### config.mk
export PLATFORM = sky130hd
export DESIGN_NAME = aabb_ctrl
export DESIGN_NICKNAME = d
export VERILOG_FILES = /design/src/aabb_pkg.sv /design/src/aabb_ctrl.sv
export SDC_FILE = /design/constraint.sdc
export NUM_CORES = 1
export LEC_CHECK = 0
export ABC_AREA = 1
export BUFFER_PORTS_ARGS = -buffer_cell sky130_fd_sc_hd__buf_2
export CAP_MARGIN = 10
export CORE_AREA = 5 5 42 44
export DETAILED_ROUTE_END_ITERATION = 12
export DIE_AREA = 0 0 47 49
export PLACE_DENSITY = 0.44
export RECOVER_POWER = 50
export SLEW_MARGIN = 0
export SYNTH_ARGS = -nofsm -noshare
export SYNTH_HDL_FRONTEND = slang
export SYNTH_SLANG_ARGS = --single-unit
### constraint.sdc
create_clock -name clock -period 1.6 [get_ports clock]
set_input_delay 0.16 -clock clock [delete_from_list [all_inputs] [get_ports clock]]
set_output_delay 0.16 -clock clock [all_outputs]
set_load 0.02 [all_outputs]
### src/aabb_pkg.sv
// Shared types and constants for the box pair contact block.
package aabb_pkg;

   localparam int SHARE_BITS = 32;

   typedef enum logic [1:0] {
      DIR_POS_X = 2'd0,
      DIR_NEG_X = 2'd1,
      DIR_POS_Y = 2'd2,
      DIR_NEG_Y = 2'd3
   } dir_type;

   typedef enum logic [0:0] {
      REG_CORRECTION = 1'b0,
      REG_SLOP       = 1'b1
   } reg_index_type;

   // commands from the controller to the datapath
   typedef struct packed {
      logic load_a;
      logic capture_b;
      logic div_start;
      logic div_step;
      logic share_step;
      logic finish;
   } ctl_cmd_type;

   // status from the datapath to the controller
   typedef struct packed {
      logic need_div;
      logic div_last;
   } dp_status_type;

   // saturate a wide signed value to 32 bits
   function automatic logic [31:0] sat32(input logic signed [63:0] v);
      logic [31:0] r;
      if (v > 64'sd2147483647) r = 32'h7FFF_FFFF;
      else if (v < -64'sd2147483648) r = 32'h8000_0000;
      else r = v[31:0];
      return r;
   endfunction

endpackage

### src/aabb_ctrl.sv
// Sequencer for the contact block: load A, capture B, divide, apply, emit.
module aabb_ctrl (
   input  logic                       clock,
   input  logic                       reset,
   input  logic                       start,
   input  logic                       req_type,
   input  aabb_pkg::dp_status_type    status,
   output logic                       busy,
   output aabb_pkg::ctl_cmd_type      cmd
);
   import aabb_pkg::*;

   typedef enum logic [4:0] {
      ST_IDLE  = 5'b00001,
      ST_SETUP = 5'b00010,
      ST_DIV   = 5'b00100,
      ST_SHARE = 5'b01000,
      ST_DONE  = 5'b10000
   } state_type;

   state_type state_ff, state_in;

   always_comb begin
      state_in = state_ff;
      cmd = '0;
      unique case (state_ff)
         ST_IDLE: begin
            if (start) begin
               if (req_type) begin
                  cmd.capture_b = 1'b1;
                  state_in = ST_SETUP;
               end else begin
                  cmd.load_a = 1'b1;
               end
            end
         end
         ST_SETUP: begin
            if (status.need_div) begin
               cmd.div_start = 1'b1;
               state_in = ST_DIV;
            end else begin
               state_in = ST_SHARE;
            end
         end
         ST_DIV: begin
            cmd.div_step = 1'b1;
            if (status.div_last) state_in = ST_SHARE;
         end
         ST_SHARE: begin
            cmd.share_step = 1'b1;
            state_in = ST_DONE;
         end
         ST_DONE: begin
            cmd.finish = 1'b1;
            state_in = ST_IDLE;
         end
         default: state_in = ST_IDLE;
      endcase
   end

   always_ff @(posedge clock) begin
      if (reset) state_ff <= ST_IDLE;
      else state_ff <= state_in;
   end

   assign busy = (state_ff != ST_IDLE);

`ifndef SYNTHESIS
   a_div_only_after_setup: assert property (@(posedge clock) disable iff (reset)
      cmd.div_start |-> state_ff == ST_SETUP) else $error("divide start outside setup");
   a_finish_then_idle: assert property (@(posedge clock) disable iff (reset)
      cmd.finish |=> !busy) else $error("not idle after finish");
   a_capture_leaves_idle: assert property (@(posedge clock) disable iff (reset)
      cmd.capture_b |=> busy) else $error("capture did not start a job");
`endif
endmodule

# Word-level counts from Yosys, hierarchy flattened
# Cells that the tools add are included.
dict set report op_classes {
  muxes 14
  reduce_logical 1
  shift 0
  div_mod_pow 0
  order_cmp 0
  n_mul 0
  n_bitwise 0
  n_eq_ne 9
  n_addsub 0
}
# op n
set op_table {}
lappend op_table {{case mux 5 bit (4 select lines)} 1}
lappend op_table {{2-to-1 mux 5 bit} 3}
lappend op_table {{2-to-1 mux 1 bit} 7}
lappend op_table {{!= test 2 bit, second input constant} 3}
lappend op_table {{== test 5 x 1 -> 1 bit, second input constant} 1}
lappend op_table {{== test 5 x 2 -> 1 bit, second input constant} 1}
lappend op_table {{== test 5 x 3 -> 1 bit, second input constant} 1}
lappend op_table {{== test 5 x 4 -> 1 bit, second input constant} 1}
lappend op_table {{== test 5 bit, second input constant} 1}
lappend op_table {{!= test 5 x 1 -> 1 bit, second input constant} 1}
lappend op_table {{2-to-1 mux 2 bit} 2}
lappend op_table {{2-to-1 mux 4 bit} 1}
lappend op_table {{AND reduction 3 bit} 1}
dict set report word_totals {
  ramBits 0
  input_bits 6
  mem_count 0
  latch_bits 0
  ff_bits 5
  out_inout_bits 7
  elab_cells 25
  rom_bits 0
}

# Logic depth before layout (Yosys ltp)
# Gate-level depths: netlist (run 1).
dict set report logic_depth {
  depth_word 3
  ltp_mapped 7
  ltp_nobuf 7
}

# Worst setup path before layout (run 1)
# Ideal clock, no wire load.
dict set report synth_timing {
  kind {flip-flop to output port}
  startpoint {reg state_ff[4]}
  endpoint {out cmd[0] (netlist name)}
  setup_slack_ps 332
  stages_incl_launch_ff 3
  t_required_ps 1440
  n_path_buf 0
  arrival_time_ps 1108
  path_cell_list {dfxtp_1 inv_1 nor4_1}
}
# element line
set synth_lines {}
lappend synth_lines {{start: declaration} aabb_ctrl.sv:21} ;# state_type state_ff, state_in;
lappend synth_lines {{start signal: assignment} aabb_ctrl.sv:63} ;# else state_ff <= state_in;
lappend synth_lines {{end: declaration} aabb_ctrl.sv:9} ;# output aabb_pkg::ctl_cmd_type cmd

==> flow_metrics.env, run 1 <==
export IMPL_max_freq_ghz=0.681
export IMPL_area_delta_synth_final_pct=36.2
export IMPL_ir_drop_uv=286
export IMPL_required_ns=1.44
export IMPL_path_cells="nor2_2 -> nand3_2 -> nor3b_2 -> buf_2"
export IMPL_worstSetupEndpointType="primary output"
export IMPL_grt_pass1_wl_um=1160
export IMPL_cp_start_kind="flip-flop"
export IMPL_die_area_um2=2300
export IMPL_seqPwrFrac_pct=39.6
export IMPL_drtIter0Drc=6
export IMPL_worstReg2RegEnd="state_ff[0]"
export IMPL_post_cts_resized=0
export IMPL_numCtsBuffers=3
export IMPL_synth_adder_area_share_pct=0
export IMPL_min_path_type="input port to flip-flop"
export IMPL_slowest_stage="dfxtp_1"
export IMPL_synth_compound_area_share_pct=3.49
export IMPL_clk_pin_slew_ns=0.04
export IMPL_critPathArrivalTime_ns=1.31
export IMPL_grt_max_degree=7
export IMPL_worstHoldStart="reset"
export IMPL_ys_types=15
export IMPL_path_class="flip-flop to primary output"
export IMPL_diodes=0
export IMPL_tightest_slew_ns=0.226
export IMPL_dp_final_hpwl_um=581
export IMPL_detail_route_antenna_nets=0
export IMPL_die_w_um=47
export IMPL_finalSetupTns_ns=0
export IMPL_reg2reg_setup_slack_ns=0.53
export IMPL_gp_congestion=0.730
export IMPL_cts_buffer_depth=2
export IMPL_synthSimpleGateAreaFrac_pct=49.8
export IMPL_r2r_start="state_ff[1]"
export IMPL_power_frac_clock_pct=44.0
export IMPL_seq_area_frac_synth_pct=34.9
export IMPL_top_register="state_ff"
export IMPL_p_comb_share_pct=16.4
export IMPL_vias=315
export IMPL_initial_core_util_pct=20.4
export IMPL_max_cap_viol_count=0
export IMPL_drcViolationCount=0
export IMPL_rsz0062_at_grt="false"
export IMPL_cts_tree="yes"
export IMPL_min_to="state_ff[3]"
export IMPL_synth_area_um2=287
export IMPL_rows=14
export IMPL_io_pins=13
export IMPL_vias_per_cell=4.26
export IMPL_cp_max_fo=5
export IMPL_final_cell_mix="buf_2 (12), inv_1 (8), nor2_1 (7)"
export IMPL_whs_path_depth=2
export IMPL_drive_gt1_share_pct=34.5
export IMPL_first_pass_iters=4
export IMPL_layout_min_cycle_time_ns=1.47
export IMPL_syn_num_nets=48
export IMPL_grt_usage_pct=7.26
export IMPL_synth_seq_cells=5
export IMPL_clock_skew_ns=0.000342
export IMPL_htree_levels=1
export IMPL_syn_area_per_cell_um2=6.82
export IMPL_outcome="finished, final reports clean"
export IMPL_slew_headroom_pct=84.9
export IMPL_die_height_um=49
export IMPL_cts_sinks=5
export IMPL_fin_crit_sh_pct=91.8
export IMPL_finalPower_uw=331
export IMPL_yosys_area_share_xor_xnor_pct=0
export IMPL_r2r_cells=6
export IMPL_insertion_delay_ns=0.24
export IMPL_antenna_found_initial=0
export IMPL_overflow=0
export IMPL_final_common_cell="buf_2"
export IMPL_grt_pass1_vias=306
export IMPL_largestRegisters="state_ff (5)"
export IMPL_ys_warn_count=0
export IMPL_synthMuxAreaShare_pct=0
export IMPL_critPathMaxStageDelay_ns=0.34
export IMPL_wl_um=702
export IMPL_final_hold_violation_count=0
export IMPL_cts_root_buf="clkbuf_4"
export IMPL_coreArea_um2=1400
export IMPL_cts_hold_buf=0
export IMPL_maxSlewViolCount=0
export IMPL_leakage_uw=0.000220
export IMPL_switching_share_pct=26.7
export IMPL_setup_viol=0
export IMPL_power_switching_uw=88.6
export IMPL_p_int_uw=243
export IMPL_largest_register_ffs=5
export IMPL_synth_top_family_by_area="simple AND/OR/NAND/NOR gates"
export IMPL_io_buffer_count=12
export IMPL_avgRoutedWirePerCell_um=9.49
export IMPL_nets=65
export IMPL_postSynthCellCount=42
export IMPL_p_per_area_nw_per_um2=849
export IMPL_post_cts_buffers=0
[cells in the mapped netlist, drive strengths merged]
master  number  area (µm²)
inv          9        33.8
nor2         9        41.3
dfxtp        5         100
nand2        5        18.8
nand3        4        25.0
nand4        3        18.8
nand3b       2        15.0
a21oi        1        5.00
nor3         1        5.00
nor3b        1        12.5
nor4         1        6.26
o21ai        1        5.00
[per-stage QoR]
step                utilization [%]  instances  hold WS [ns]  cell area, µm²  worst slack, ns
global placement               26.2         70         0.404             367            0.419
detailed placement             26.2         70         0.399             367            0.384
CTS                            28.0         74         0.146             393            0.116
global route                   27.9         74         0.154             390           0.0104
floorplan                         -         42         0.229             287            0.332
finish                         27.9         74         0.151             390            0.131
[worst max-delay path: cells and delay by family (launching register included)]
kind	cells	cell delay (ns)
flip-flops	1	0.34
AND/OR/NAND/NOR	3	0.55
buffers and inverters	1	0.18
[area by class of cell]
type	instances	area, µm²
tap	16	20.0
sequential	5	100
clock buffer	4	26.3
multi-input combinational	28	150
timing repair buffer	12	60.1
fill	178	1010
inverter	9	33.8
[cells by family after synthesis]
group,after synthesis
compound gates,2
buf+inv,9
flops,5
simple gates,26
[power groups by stage]
stage	Combinational (µW)	Sequential, µW	Clock, µW
floorplan	36.0	133	0
global placement	55.9	133	0
CTS	55.6	131	152
global route	61.4	132	157
detailed placement	55.2	134	0
finish	54.2	131	146
[layer usage]
layer	vias to the layer above	GRT usage [%]	wire [µm]
met3	2	1.48	44
met2	10	10.2	317
met5	-	0	0
li1	170	-	-
met4	0	8.29	20
met1	133	7.93	320
[how the worst max path moves through the flow]
| stage | from | endpoint | slack [ns] |
|---|---|---|---|
| after CTS | state_ff[2] | cmd[5] | 0.12 |
| after global routing | state_ff[2] | cmd[5] | 0.01 |
| final | state_ff[2] | cmd[5] | 0.13 |
| after floorplan | state_ff[4] | cmd[0] | 0.33 |
| after global placement | state_ff[2] | cmd[5] | 0.42 |
| after detailed placement | state_ff[2] | cmd[5] | 0.38 |
Power figures use the tool's default switching activity.
==> run 2, diff against run 1 <==
- PLACE_DENSITY: 0.44 -> 0.53
==> run 2 against run 1 <==
Compared with the run above: clock skew up 0.0020 ns; non-clock buffer count unchanged; setup slack better by 0.014 ns; sequential share of layout area up 0.082 points; wire length down 2.1%; die area unchanged; sequential power about the same; final area down 0.32%; count of clock-buffer cells in the layout unchanged; critical path type unchanged; largest power group unchanged.
==> flow_metrics.env, run 2 (synthesis gave the netlist of run 1 again) <==
export IMPL_path_class="flip-flop to primary output"
export IMPL_drcViolationCount=0
export IMPL_overflow=0
export IMPL_maxSlewViolCount=0
export IMPL_vias=322
export IMPL_wl_um=687
export IMPL_leakage_uw=0.000215
export IMPL_post_cts_buffers=0
export IMPL_critPathBufInv=1
export IMPL_drtIter0Drc=5
export IMPL_clk_pin_slew_ns=0.04
export IMPL_initial_core_util_pct=20.4
export IMPL_grt_max_degree=7
export IMPL_fin_ws_ns=0.145
export IMPL_numCtsBuffers=3
export IMPL_power_frac_clock_pct=43.7
export IMPL_top_register="state_ff"
export IMPL_tightest_slew_ns=0.248
export IMPL_switching_share_pct=26.2
export IMPL_slew_headroom_pct=83.4
export IMPL_largest_register_ffs=5
export IMPL_setup_viol=0
export IMPL_cts_sinks=5
export IMPL_rsz0062_at_grt="false"
export IMPL_slowest_stage="dfxtp_1"
export IMPL_cp_start_kind="flip-flop"
export IMPL_die_height_um=49
export IMPL_required_ns=1.44
export IMPL_die_w_um=47
export IMPL_outcome="finished, final reports clean"
export IMPL_grt_pass1_vias=305
export IMPL_first_pass_iters=4
export IMPL_finalPower_uw=329
export IMPL_p_int_uw=243
export IMPL_post_cts_resized=0
export IMPL_cts_buffer_depth=2
export IMPL_die_area_um2=2300
export IMPL_io_pins=13
export IMPL_final_common_cell="buf_2"
export IMPL_nets=65
export IMPL_largestRegisters="state_ff (5)"
export IMPL_final_hold_violation_count=0
export IMPL_p_per_area_nw_per_um2=846
export IMPL_drive_gt1_share_pct=32.8
export IMPL_worstSetupEndpointType="primary output"
export IMPL_htree_levels=1
export IMPL_path_cells="nor2_2 -> nand3_2 -> nor3b_2 -> buf_2"
export IMPL_critPathMaxStageDelay_ns=0.34
export IMPL_max_freq_ghz=0.687
export IMPL_io_buffer_count=12
export IMPL_gp_congestion=0.744
export IMPL_avgRoutedWirePerCell_um=9.28
export IMPL_area_delta_synth_final_pct=35.8
export IMPL_rows=14
export IMPL_critPathArrivalTime_ns=1.30
export IMPL_dp_final_hpwl_um=560
export IMPL_power_switching_uw=86.4
export IMPL_finalSetupTns_ns=0
export IMPL_detail_route_antenna_nets=0
export IMPL_clock_skew_ns=0.00229
export IMPL_grt_pass1_wl_um=1150
export IMPL_min_path_type="input port to flip-flop"
export IMPL_diodes=0
export IMPL_layout_min_cycle_time_ns=1.46
export IMPL_coreArea_um2=1400
export IMPL_cts_tree="yes"
export IMPL_cts_root_buf="clkbuf_4"
export IMPL_antenna_found_initial=0
export IMPL_ir_drop_uv=287
export IMPL_final_cell_mix="buf_2 (11), inv_1 (8), nor2_1 (7)"
export IMPL_crit_family="simple AND/OR/NAND/NOR gates"
export IMPL_grt_usage_pct=7.75
export IMPL_fin_crit_sh_pct=91.0
export IMPL_vias_per_cell=4.35
export IMPL_cts_hold_buf=0
export IMPL_p_comb_share_pct=16.5
export IMPL_insertion_delay_ns=0.24
export IMPL_post_place_ws_ns=0.404
export IMPL_seqPwrFrac_pct=39.8
export IMPL_cp_max_fo=5
export IMPL_max_cap_viol_count=0
run 2: cell count changes in the layout (fill, tap and decap cells not counted), sizes merged:
cell | before | now
clkbuf | 4 | 5
buf | 12 | 11
run 2: final cells by class:
type                            count  area (µm²)
Timing Repair Buffer               12        58.8
Sequential cell                     5         100
Tap cell                           16        20.0
Fill cell                         168        1010
Clock buffer                        4        26.3
Inverter                            9        33.8
Multi-Input combinational cell     28         150
run 2: worst paths after layout:
check,from,cells after the start,slack (ns),endpoint
setup / recovery,state_ff[2],4,0.14,cmd[5]
hold / removal,reset,2,0.13,state_ff[2]
setup reg to reg,state_ff[1],6,0.49,state_ff[0]
hold reg to reg,state_ff[4],3,0.57,state_ff[4]
run 2: routing by layer:
metal	vias to the layer above	share of wire, %	global-route usage [%]
met3	4	8.7	2.95
met5	-	0	0
met1	133	45	7.91
met2	14	41	9.50
met4	0	5.4	11.1
li1	171	-	-
run 2: power groups by stage:
stage	combinational, µW	clock (µW)	sequential [µW]
final	54.4	144	131
after global routing	61.3	164	131
after CTS	55.9	154	131
after detailed placement	55.2	0	133
after global placement	54.4	0	133
after floorplan	36.0	0	133
run 2: through the flow:
stage	utilization [%]	std cells	area (µm²)	hold WS, ns
global route	27.8	74	389	0.139
finish	27.8	74	389	0.128
detailed placement	26.2	70	367	0.382
CTS	28.0	74	393	0.117
global placement	26.2	70	367	0.379
floorplan	-	42	287	0.229
